==> config.mk <==
export PLATFORM = sky130hd
export DESIGN_NAME = pileup_base_counter
export DESIGN_NICKNAME = d
export VERILOG_FILES = /design/src/design/pbc_pkg.sv /design/src/design/pileup_base_counter.sv /design/src/design/pbc_core.sv
export VERILOG_INCLUDE_DIRS = /design/src /design/src/design
export SDC_FILE = /design/constraint.sdc
export NUM_CORES = 1
export LEC_CHECK = 0
export BUFFER_PORTS_ARGS = -buffer_cell sky130_fd_sc_hd__buf_2
export CELL_PAD_IN_SITES_DETAIL_PLACEMENT = 0
export CELL_PAD_IN_SITES_GLOBAL_PLACEMENT = 1
export CORE_MARGIN = 2
export CORE_UTILIZATION = 51
export CTS_CLUSTER_SIZE = 10
export DETAILED_ROUTE_END_ITERATION = 10
export GPL_ROUTABILITY_DRIVEN = 0
export PLACE_DENSITY = 0.95
export SLEW_MARGIN = 0
export SYNTH_ARGS = -nofsm -noshare
export SYNTH_HDL_FRONTEND = slang
export SYNTH_SLANG_ARGS = --single-unit
==> constraint.sdc <==
create_clock -name clk -period 23.4 [get_ports clk]
set_input_delay 0 -clock clk [delete_from_list [all_inputs] [get_ports clk]]
set_output_delay 0 -clock clk [all_outputs]
set_load 0.1 [all_outputs]
==> src/design/assert_macros.svh <==
// Assertion macros used by the top level of the pileup base counter.
`ifndef ASSERT_MACROS_SVH
`define ASSERT_MACROS_SVH
`ifndef SYNTHESIS
`define ASSERT_IMPLIES(label, clk, rst_n, ante, cons, msg) \
	label: assert property (@(posedge clk) disable iff (!rst_n) (ante) |-> (cons)) \
		else $error(msg);
`define ASSERT_NEXT(label, clk, rst_n, ante, cons, msg) \
	label: assert property (@(posedge clk) disable iff (!rst_n) (ante) |=> (cons)) \
		else $error(msg);
`else
`define ASSERT_IMPLIES(label, clk, rst_n, ante, cons, msg)
`define ASSERT_NEXT(label, clk, rst_n, ante, cons, msg)
`endif
`endif

==> src/design/pbc_pkg.sv <==
// Types, constants and helper functions of the pileup base counter.
package pbc_pkg;

	localparam int COUNT_WIDTH = 32;
	localparam int NUM_COUNTS  = 7;

	localparam int IX_A      = 0;
	localparam int IX_T      = 1;
	localparam int IX_G      = 2;
	localparam int IX_C      = 3;
	localparam int IX_INS    = 4;
	localparam int IX_DEL    = 5;
	localparam int IX_PASSED = 6;

	typedef enum logic [2:0] {
		CMD_LOCUS  = 3'd0,
		CMD_HEADER = 3'd1,
		CMD_CIGAR  = 3'd2,
		CMD_BASE   = 3'd3,
		CMD_END    = 3'd4
	} cmd_t;

	localparam logic [3:0] OP_M = 4'd0;
	localparam logic [3:0] OP_I = 4'd1;
	localparam logic [3:0] OP_D = 4'd2;
	localparam logic [3:0] OP_S = 4'd4;

	localparam logic [3:0] BASE_A = 4'd1;
	localparam logic [3:0] BASE_C = 4'd2;
	localparam logic [3:0] BASE_G = 4'd4;
	localparam logic [3:0] BASE_T = 4'd8;

	localparam logic REG_MIN_MAPQ   = 1'b0;
	localparam logic REG_FLAG_LIMIT = 1'b1;

	typedef logic [COUNT_WIDTH-1:0] count_t;
	typedef logic [NUM_COUNTS-1:0][COUNT_WIDTH-1:0] count_vec_t;

	typedef struct packed {
		cmd_t        command;
		logic [30:0] position;
		logic [7:0]  mapq;
		logic [15:0] flag_word;
		logic [3:0]  cigar_op;
		logic [27:0] cigar_len;
		logic [3:0]  base_code;
	} item_t;

	typedef struct packed {
		logic [7:0]  min_mapq;
		logic [15:0] flag_limit;
	} cfg_t;

	function automatic logic [31:0] sat_add32(input logic [31:0] a, input logic [31:0] b);
		logic [32:0] s;
		s = {1'b0, a} + {1'b0, b};
		return s[32] ? 32'hFFFF_FFFF : s[31:0];
	endfunction

	function automatic logic [31:0] report32(input count_t c);
		logic [COUNT_WIDTH+31:0] wide;
		logic [COUNT_WIDTH+31:0] lim;
		wide = {32'b0, c};
		lim  = {{COUNT_WIDTH{1'b0}}, 32'hFFFF_FFFF};
		return (wide > lim) ? 32'hFFFF_FFFF : wide[31:0];
	endfunction

endpackage

==> src/design/pileup_base_counter.sv <==
// Top level of the pileup base counter: input register, result register, config.
// Timing: a transaction is registered into item_s1 on acceptance and processed from there;
//   the result of an end-locus transaction is registered into result_q when it fires.
// Throughput: one transaction per cycle, except while an end-locus transaction waits on a stalled result.
// Reset: arst_n clears all walk state and counters, min_mapq to 0, flag_limit to 65535.
`include "assert_macros.svh"
module pileup_base_counter
	import pbc_pkg::*;
(
	input  logic        clk,
	input  logic        arst_n,
	input  logic        cfg_write,
	input  logic        cfg_index,
	input  logic [15:0] cfg_data,
	input  logic        in_valid,
	output logic        in_stall,
	input  logic [2:0]  command,
	input  logic [30:0] position,
	input  logic [7:0]  mapq,
	input  logic [15:0] flag_word,
	input  logic [3:0]  cigar_op,
	input  logic [27:0] cigar_len,
	input  logic [3:0]  base_code,
	output logic        out_valid,
	input  logic        out_stall,
	output logic [31:0] a_count,
	output logic [31:0] t_count,
	output logic [31:0] g_count,
	output logic [31:0] c_count,
	output logic [31:0] ins_count,
	output logic [31:0] del_count,
	output logic [31:0] reads_passed
);

	cfg_t       cfg_q;
	item_t      item_s1;
	logic       valid_s1;
	logic       fire_s1;
	logic       end_s1;
	logic       out_free;
	logic       out_valid_q;
	count_vec_t counts;
	logic [NUM_COUNTS-1:0][31:0] result_q;

	always_ff @(posedge clk or negedge arst_n) begin
		if (!arst_n) begin
			cfg_q.min_mapq   <= 8'd0;
			cfg_q.flag_limit <= 16'hFFFF;
		end else if (cfg_write) begin
			unique case (cfg_index)
				REG_MIN_MAPQ:   cfg_q.min_mapq   <= cfg_data[7:0];
				REG_FLAG_LIMIT: cfg_q.flag_limit <= cfg_data;
				default: begin
				end
			endcase
		end
	end

	assign out_free = !out_valid_q || !out_stall;
	assign end_s1   = (item_s1.command == CMD_END);
	assign fire_s1  = valid_s1 && (!end_s1 || out_free);
	assign in_stall = valid_s1 && !fire_s1;

	always_ff @(posedge clk or negedge arst_n) begin
		if (!arst_n) begin
			valid_s1 <= 1'b0;
		end else if (!in_stall) begin
			valid_s1 <= in_valid;
		end
	end

	// hold the payload while stalled
	always_ff @(posedge clk) begin
		if (in_valid && !in_stall) begin
			item_s1.command   <= cmd_t'(command);
			item_s1.position  <= position;
			item_s1.mapq      <= mapq;
			item_s1.flag_word <= flag_word;
			item_s1.cigar_op  <= cigar_op;
			item_s1.cigar_len <= cigar_len;
			item_s1.base_code <= base_code;
		end
	end

	pbc_core u_core (
		.clk    (clk),
		.arst_n (arst_n),
		.fire   (fire_s1),
		.item   (item_s1),
		.cfg    (cfg_q),
		.counts (counts)
	);

	always_ff @(posedge clk or negedge arst_n) begin
		if (!arst_n) begin
			out_valid_q <= 1'b0;
		end else if (fire_s1 && end_s1) begin
			out_valid_q <= 1'b1;
		end else if (!out_stall) begin
			out_valid_q <= 1'b0;
		end
	end

	always_ff @(posedge clk) begin
		if (fire_s1 && end_s1) begin
			for (int i = 0; i < NUM_COUNTS; i++) begin
				result_q[i] <= report32(counts[i]);
			end
		end
	end

	assign out_valid    = out_valid_q;
	assign a_count      = result_q[IX_A];
	assign t_count      = result_q[IX_T];
	assign g_count      = result_q[IX_G];
	assign c_count      = result_q[IX_C];
	assign ins_count    = result_q[IX_INS];
	assign del_count    = result_q[IX_DEL];
	assign reads_passed = result_q[IX_PASSED];

	`ASSERT_NEXT(a_end_emits, clk, arst_n, fire_s1 && end_s1, out_valid, "end transaction gave no result")
	`ASSERT_NEXT(a_no_spurious, clk, arst_n, !out_valid_q && !(fire_s1 && end_s1), !out_valid, "result without end transaction")
	`ASSERT_IMPLIES(a_stall_cause, clk, arst_n, in_stall, valid_s1 && end_s1 && out_valid_q && out_stall, "input stalled without a blocked result")

endmodule

==> src/design/pbc_core.sv <==
// Read walk state and saturating counters of the pileup base counter.
module pbc_core
	import pbc_pkg::*;
(
	input  logic       clk,
	input  logic       arst_n,
	input  logic       fire,
	input  item_t      item,
	input  cfg_t       cfg,
	output count_vec_t counts
);

	logic [30:0]           target_q;
	logic [31:0]           ref_pos_q;
	logic [31:0]           read_idx_q;
	logic [31:0]           wanted_idx_q;
	logic [31:0]           base_counter_q;
	logic                  active_q;
	logic                  resolved_q;
	logic                  want_q;
	count_vec_t            counts_q;

	logic [30:0]           target_d;
	logic [31:0]           ref_pos_d;
	logic [31:0]           read_idx_d;
	logic [31:0]           wanted_idx_d;
	logic [31:0]           base_counter_d;
	logic                  active_d;
	logic                  resolved_d;
	logic                  want_d;
	logic [NUM_COUNTS-1:0] bump_en;
	logic                  clear_counts;

	always_comb begin
		logic [31:0] tgt;
		logic [31:0] len;
		logic [31:0] ri_n;
		logic [31:0] rp_n;
		logic [31:0] back;
		tgt            = {1'b0, target_q};
		len            = {4'b0, item.cigar_len};
		ri_n           = read_idx_q;
		rp_n           = ref_pos_q;
		back           = '0;
		target_d       = target_q;
		ref_pos_d      = ref_pos_q;
		read_idx_d     = read_idx_q;
		wanted_idx_d   = wanted_idx_q;
		base_counter_d = base_counter_q;
		active_d       = active_q;
		resolved_d     = resolved_q;
		want_d         = want_q;
		bump_en        = '0;
		clear_counts   = 1'b0;
		if (fire) begin
			unique case (item.command)
				CMD_LOCUS: begin
					target_d       = item.position;
					ref_pos_d      = '0;
					read_idx_d     = '0;
					wanted_idx_d   = '0;
					base_counter_d = '0;
					active_d       = 1'b0;
					resolved_d     = 1'b0;
					want_d         = 1'b0;
					clear_counts   = 1'b1;
				end
				CMD_HEADER: begin
					ref_pos_d      = '0;
					read_idx_d     = '0;
					wanted_idx_d   = '0;
					base_counter_d = '0;
					active_d       = 1'b0;
					resolved_d     = 1'b0;
					want_d         = 1'b0;
					if (item.mapq > cfg.min_mapq && item.flag_word < cfg.flag_limit) begin
						bump_en[IX_PASSED] = 1'b1;
						active_d           = 1'b1;
						ref_pos_d          = {1'b0, item.position};
					end
				end
				CMD_CIGAR: begin
					if (active_q && !resolved_q) begin
						if (item.cigar_op == OP_M) begin
							ri_n = sat_add32(read_idx_q, len);
							rp_n = sat_add32(ref_pos_q, len);
						end else if (item.cigar_op == OP_S || item.cigar_op == OP_I) begin
							ri_n = sat_add32(read_idx_q, len);
						end else if (item.cigar_op == OP_D) begin
							rp_n = sat_add32(ref_pos_q, len);
						end
						read_idx_d = ri_n;
						ref_pos_d  = rp_n;
						if (rp_n > tgt) begin
							if (item.cigar_op == OP_M && ref_pos_q <= tgt) begin
								back         = rp_n - tgt;
								wanted_idx_d = (ri_n >= back) ? ri_n - back : '0;
								want_d       = 1'b1;
							end
							resolved_d = 1'b1;
						end else if (rp_n == tgt) begin
							if (item.cigar_op == OP_I) begin
								bump_en[IX_INS] = 1'b1;
								resolved_d      = 1'b1;
							end else if (item.cigar_op == OP_D) begin
								bump_en[IX_DEL] = 1'b1;
								resolved_d      = 1'b1;
							end
						end
					end
				end
				CMD_BASE: begin
					if (active_q) begin
						if (want_q && base_counter_q == wanted_idx_q) begin
							bump_en[IX_A] = (item.base_code == BASE_A);
							bump_en[IX_T] = (item.base_code == BASE_T);
							bump_en[IX_G] = (item.base_code == BASE_G);
							bump_en[IX_C] = (item.base_code == BASE_C);
							want_d        = 1'b0;
						end
						base_counter_d = sat_add32(base_counter_q, 32'd1);
					end
				end
				default: begin
				end
			endcase
		end
	end

	always_ff @(posedge clk or negedge arst_n) begin
		if (!arst_n) begin
			target_q       <= '0;
			ref_pos_q      <= '0;
			read_idx_q     <= '0;
			wanted_idx_q   <= '0;
			base_counter_q <= '0;
			active_q       <= 1'b0;
			resolved_q     <= 1'b0;
			want_q         <= 1'b0;
			counts_q       <= '0;
		end else begin
			target_q       <= target_d;
			ref_pos_q      <= ref_pos_d;
			read_idx_q     <= read_idx_d;
			wanted_idx_q   <= wanted_idx_d;
			base_counter_q <= base_counter_d;
			active_q       <= active_d;
			resolved_q     <= resolved_d;
			want_q         <= want_d;
			for (int i = 0; i < NUM_COUNTS; i++) begin
				if (clear_counts) begin
					counts_q[i] <= '0;
				end else if (bump_en[i] && counts_q[i] != {COUNT_WIDTH{1'b1}}) begin
					counts_q[i] <= counts_q[i] + count_t'(1);
				end
			end
		end
	end

	assign counts = counts_q;

endmodule

==> impl_metrics.yaml, run 1 <==
worst_setup_path:
  cp.required_ns: 23.97
  cpMaxStageDelayCell: "a311oi_4"
  path_max_fanout: 32
  slowest_delay_ns: 1.09
  reg2reg_to: "u_core.wanted_idx_q[8]$_DFFE_PN0P_"
  setup.worst_path.end_class: "flop"
  regToRegSetupSlack_ns: 14.39
  r2r_cells: 32
  crit_start: "item_s1[4]$_DFFE_PP_"
  r2r_start: "item_s1[4]$_DFFE_PP_"
  worst_setup_path_start_kind: "flop"
  crit_path_frequent_cell: "a21oi_1"
  worstSetupPathType: "reg -> reg"
  critical_path_arrival_ns: 9.58
detailed_routing:
  first_iter_violations: 2877
  vias: 28900
  drtPass1Iterations: 6
  detail-route-antenna-nets: 0
  remaining_drc_errors: 0
  wl_per_cell_um: 20.2
  wirelength_mm: 100
  via_per_inst: 5.81
placed_design:
  dp_cells: 4676
  io_buffers: 341
  hpwl_mm: 68.9
  dpl_worst_slack_ns: 14.62
run_status:
  status: "complete, but fails checks"
  violations: "negative hold slack"
synthesis:
  ys_async_sr_fraction_pct: 56.4
  syn_inst: 3466
  ys_ff_latch: 730
  synth_edf_count: 318
  synth_top_flop_cell: "dfrtp_1"
  syn_nets: 3767
  synth_cell_type_count: 95
  yosysSeqAreaShare_pct: 53.8
  syn-cell-area_mm2: 0.0369
  yosys_warnings: 0
  avgSynthCellArea_um2: 10.7
timing:
  tightest_slew_ns: 1.28
  finalSetupViolCount: 0
  fmax_mhz: 111
  finalCritPeriodShare_pct: 38.5
  hold_viol_final: 3
  finalMaxSlewViolations: 0
  skew_ns: 0.0611
  grt_setup_unrepaired: "no"
  fin_crit_ns: 9.01
  finalSetupTns_ns: 0
  relSlewSlack_pct: 14.7
  setup_ws_ns: 14.39
  timing.hold.ws_ns: -0.0301
finish:
  drive_gt1_share_pct: 13.9
  num-nets-final: 4244
  syn_to_final_growth_pct: 18.1
  multi_input_area_mm2: 0.0161
  seqCellArea_mm2: 0.0199
  layout.cells.non_filler: 4968
  fillCellCount: 5686
clocking:
  clk_pin_slew_worst_paths_ns: 0.06
  clock_path_buffers: 3
  ctsHoldBuffers: 129
  cts_sinks: 730
  insertion_delay_ns: 0.67
  cts_resized: 0
  cts_buffers: 86
  root_buffer: "clkbuf_16"
  htreeDepth: 3
  cts_tree: "yes"
  post_cts.repair.setup_buffers: 0
pwr:
  p_leak_nw: 18.2
  peakVddDrop_mv: 0.0981
  finalPower_mw: 3.40
  power_per_cell_area_mw_per_mm2: 78.0
die:
  core_area_mm2: 0.0716
  io_pins: 342
  dieArea_mm2: 0.0746
  die_w_um: 273
  std_cell_rows: 98
  die-height_um: 273
  initial_utilization_pct: 51.6
grt:
  antenna_found_initial: 3
  track_usage_pct: 26.6
  grt_pass1_vias: 27900
  grt_max_degree: 96
  grt.overflow.total: 0
  grt_first_pass_wirelength_mm: 157
hold_path:
  hp-class: "in -> async"
run:
  drv_cap: 0
-- layout by cell type (no fill, tap or decap), drive strengths merged, types with 21 or more instances in the layout --
cell type and n:
a21o 75, a21oi 233, a22o 71, a31oi 33, and2 28, and3 58, and4 29, buf 370
clkbuf 146, dfrtp 396, dlygate4sd3 129, edfxtp 318, ha 181, inv 151, nand2 268, nand2b 28
nand3 127, nand4 79, nor2 375, nor2b 21, nor3 60, nor4 23, o21a 26, o21ai 194
or3 49, xnor2 157, xor2 140
-- cell usage after synthesis (all sizes together) (10+ instances only) --
cell | count | area [µm²]
nor3 | 60 | 320
ha | 181 | 2260
nand4 | 79 | 500
dfrtp | 396 | 9910
nand3 | 127 | 636
nand2b | 28 | 175
xnor2 | 157 | 1380
o21a | 26 | 195
and3 | 58 | 363
a31oi | 33 | 221
clkbuf | 92 | 347
o21bai | 16 | 120
xor2 | 140 | 1230
dfstp | 16 | 420
o31ai | 20 | 150
nor4 | 23 | 178
inv | 150 | 563
nand2 | 268 | 1010
mux2 | 20 | 229
a211oi | 14 | 105
a22o | 71 | 622
a21oi | 233 | 1170
or4 | 11 | 82.6
o211ai | 10 | 75.1
edfxtp | 318 | 9550
nor2 | 375 | 1420
o21ai | 194 | 971
o22a | 10 | 87.6
a21o | 75 | 563
and2 | 28 | 175
buf | 18 | 105
or3 | 49 | 307
nor2b | 21 | 131
and4 | 29 | 254
-- registers in the layout (all words and copies together) (netlist names) --
signal,count
del_count,32
u_core.wanted_idx_q,32
u_core.ref_pos_q,32
cfg_q,24
c_count,32
out_valid,1
u_core.active_q,1
ins_count,32
u_core.counts,224
reads_passed,32
item_s1,94
u_core.want_q,1
g_count,32
u_core.base_counter_q,32
valid_s1,1
t_count,32
a_count,32
u_core.resolved_q,1
u_core.read_idx_q,32
u_core.target_q,31
-- layout make-up --
type / count / area share, %
multi-input combinational: 2475 / 36.9
inverter: 151 / 1.30
timing repair buffer: 499 / 7.40
clock inverter: 14 / 0.568
tap: 950 / 2.73
antenna: 3 / 0.0172
clock buffer: 146 / 5.50
sequential: 730 / 45.6
-- worst max-delay path, delay by kind of cell (launching register included) --
| kind | cells | cell delay, ns |
|---|---|---|
| compound gates | 18 | 4.82 |
| simple gates | 8 | 2.13 |
| fa+ha+maj | 4 | 1.42 |
| flops | 1 | 0.39 |
| xor+xnor | 1 | 0.09 |
| buf+inv | 1 | 0.04 |
-- power by group --
| group | internal [mW] | leakage, nW | switching [mW] |
|---|---|---|---|
| combinational | 0.271 | 8.78 | 0.461 |
| clock | 0.715 | 1.25 | 0.538 |
| sequential | 1.39 | 8.21 | 0.0310 |
-- worst max-delay path by stage --
stage / end / slack, ns
4_1_cts: u_core.wanted_idx_q[8]$_DFFE_PN0P_ / 14.55
5_1_grt: u_core.wanted_idx_q[20]$_DFFE_PN0P_ / 13.74
6_report: u_core.wanted_idx_q[8]$_DFFE_PN0P_ / 14.39
2_1_floorplan: a_count[0]$_DFFE_PP_ / 12.19
3_3_place_gp: u_core.wanted_idx_q[8]$_DFFE_PN0P_ / 14.78
3_5_place_dp: u_core.wanted_idx_q[8]$_DFFE_PN0P_ / 14.62
-- logic make-up after synthesis --
kind of cell             after synthesis  synth area share [%]
adder cells (fa/ha/maj)              185                  6.35
flip-flops                           730                  53.8
XOR/XNOR                             297                  7.04
AND/OR/NAND/NOR                     1181                  15.6
multiplexers                          24                 0.728
AO/OA/AOI/OAI                        788                  13.7
buffers and inverters                261                  2.76
-- through the flow --
step	area (µm²)	util [%]
after global routing	43600	60.9
after global placement	39700	55.4
after floorplan	36900	-
after CTS	43600	60.9
final	43600	60.9
after detailed placement	39700	55.4
-- routing by layer --
metal	vias up	global-route usage [%]	share of wire, %
li1	13500	-	-
met3	216	3.99	6.5
met4	2	10.2	3.9
met2	1116	43.4	47
met1	14000	36.0	42
met5	-	0	0.0070
(Power assumes the default switching activity.)
==> run 2, diff against run 1 <==
- CORE_UTILIZATION: 51 -> 43
- PLACE_DENSITY: 0.95 -> 0.89
- clock period: 23.4 -> 8.1 ns (I/O delays scaled with it)
==> run 2 against run 1 <==
Net effect:
- the run still ends with negative hold slack left
- non-clock buffer count up 57
- sequential share of layout area down 0.79 points
- first-iteration DRC count down 21%
- utilization down 8.8 points
- register-to-register slack worse by 14 ns
- via count down 1.1%
- routed wire length about the same
- final cell count up 5.0%
- sequential power rose to 2.9 times the previous value
- critical endpoint is now u_core.wanted_idx_q[31]$_DFFE_PN0P_
==> impl_metrics.yaml, run 2 (synthesis results as in run 1) <==
grt:
  grt.overflow.total: 0
  grt_first_pass_wirelength_mm: 158
  grt_pass1_vias: 27700
  track_usage_pct: 22.5
  antenna_found_initial: 1
  grt_max_degree: 197
pwr:
  power_per_cell_area_mw_per_mm2: 226
  p_leak_nw: 18.6
  finalPower_mw: 10.0
  peakVddDrop_mv: 0.173
die:
  initial_utilization_pct: 43.4
  dieArea_mm2: 0.0882
  io_pins: 342
  die-height_um: 297
  core_area_mm2: 0.0851
  std_cell_rows: 107
  die_w_um: 297
run_status:
  status: "complete, but fails checks"
  violations: "negative hold slack"
detailed_routing:
  detail-route-antenna-nets: 0
  wl_per_cell_um: 19.2
  wirelength_mm: 100
  first_iter_violations: 2273
  via_per_inst: 5.48
  vias: 28500
  remaining_drc_errors: 0
  drtPass1Iterations: 7
worst_setup_path:
  setup.worst_path.end_class: "flop"
  path_max_fanout: 6
  worstSetupPathType: "reg -> reg"
  r2r_start: "u_core.ref_pos_q[0]$_DFFE_PN0P_"
  critical_path_arrival_ns: 8.11
  crit_start: "u_core.ref_pos_q[0]$_DFFE_PN0P_"
  worst_setup_path_start_kind: "flop"
  cpMaxStageDelayCell: "fa_1"
  slowest_delay_ns: 0.44
  cp.required_ns: 8.65
finish:
  syn_to_final_growth_pct: 20.2
  layout_common_cells: "396 x dfrtp_1, 370 x nor2_1, 340 x buf_2"
  largest_reg_flops: 224
  drive_gt1_share_pct: 15.3
  num-nets-final: 4302
  fin_util_pct: 52.1
  final_common_cell: "dfrtp_1"
timing:
  finalCritPeriodShare_pct: 93.3
  finalSetupViolCount: 0
  skew_ns: 0.0659
  relSlewSlack_pct: 19.8
  fin_crit_ns: 7.56
  tightest_slew_ns: 1.19
  finalSetupTns_ns: 0
  timing.hold.ws_ns: -0.00267
  hold_viol_final: 2
  fmax_mhz: 132
  finalMaxSlewViolations: 0
run:
  drv_cap: 0
clocking:
  root_buffer: "clkbuf_16"
  cts_tree: "yes"
  insertion_delay_ns: 0.68
  htreeDepth: 3
  cts_buffers: 87
  clk_pin_slew_worst_paths_ns: 0.06
  clock_path_buffers: 3
  cts_sinks: 730
  post_cts.repair.setup_buffers: 0
hold_path:
  hp-class: "in -> async"
placed_design:
  hpwl_mm: 70.5
  io_buffers: 341
-- run 2: cell count changes in the layout (fill, tap and decap cells not counted), moves of 2 or more --
cell,delta
clkbuf_8,+3
clkinv_4,+2
clkbuf_1,-7
clkinv_2,-2
clkbuf_16,+2
diode_2,-2
buf_12,+3
buf_4,+54
-- run 2: path summary, 6_finish.rpt --
check | endpoint | slack (ns) | cells after the start
setup reg to reg | u_core.wanted_idx_q[31]$_DFFE_PN0P_ | 0.54 | 34
max in group asynchronous | u_core.counts[135]$_DFFE_PN0P_ | 5.92 | 4
hold / removal | u_core.read_idx_q[8]$_DFFE_PN0P_ | -0.003 | 2
min in group clk | cfg_q[21]$_DFFE_PN0P_ | 0.03 | 3
setup / recovery | u_core.wanted_idx_q[31]$_DFFE_PN0P_ | 0.54 | 34
hold reg to reg | a_count[22]$_DFFE_PP_ | 0.45 | 0
-- run 2: critical path, delay by kind of cell (launching register included) --
kind	cells	cell delay [ns]
buffers and inverters	1	0.19
xor gates and xnor gates	1	0.17
and+or+nand+nor	7	1.19
DFF	1	0.40
AOI/OAI and AO/OA	21	4.19
adders and majority gates	4	1.31
-- run 2: cell type report --
type | count | area [µm²]
antenna | 1 | 2.50
clock buffer | 144 | 2460
clock inverter | 13 | 234
fill | 7427 | 40800
inverter | 151 | 567
multi-input combinational | 2475 | 16100
sequential | 730 | 19900
tap | 1144 | 1430
timing repair buffer | 556 | 3690
-- run 2: what timing repair did --
| item | CTS | global route |
|---|---|---|
| endpoints found under the hold margin | 232 | 0 |
| setup endpoints to repair | 0 | 32 |
| hold buffers | 129 | 0 |
| gates resized for setup | 0 | 5 |
-- run 2: stage by stage --
| stage | instance area [µm²] | cells | setup WS, ns |
|---|---|---|---|
| 2_1_floorplan | 36900 | 3466 | 0.692 |
| 3_3_place_gp | 40400 | 4927 | 0.350 |
| 4_1_cts | 44400 | 5213 | 0.229 |
| 5_1_grt | 44400 | 5213 | -0.0162 |
| 3_5_place_dp | 40400 | 4927 | 0.239 |
| 6_report | 44400 | 5214 | 0.544 |
-- run 2: layer usage --
layer  up-vias  GRT usage (%)  routed length (µm)
met3       169           3.33                6360
met1     13800           30.4               43400
met2       947           36.6               47000
met5         -              0                   0
met4         0           8.51                3390
li1      13600              -                   -
-- run 2: report_power, final --
group | internal, mW | switching (mW) | total [mW]
registers | 4.00 | 0.0899 | 4.09
clock network | 2.13 | 1.54 | 3.67
logic | 0.897 | 1.37 | 2.26
total | 7.03 | 3.00 | 10.0
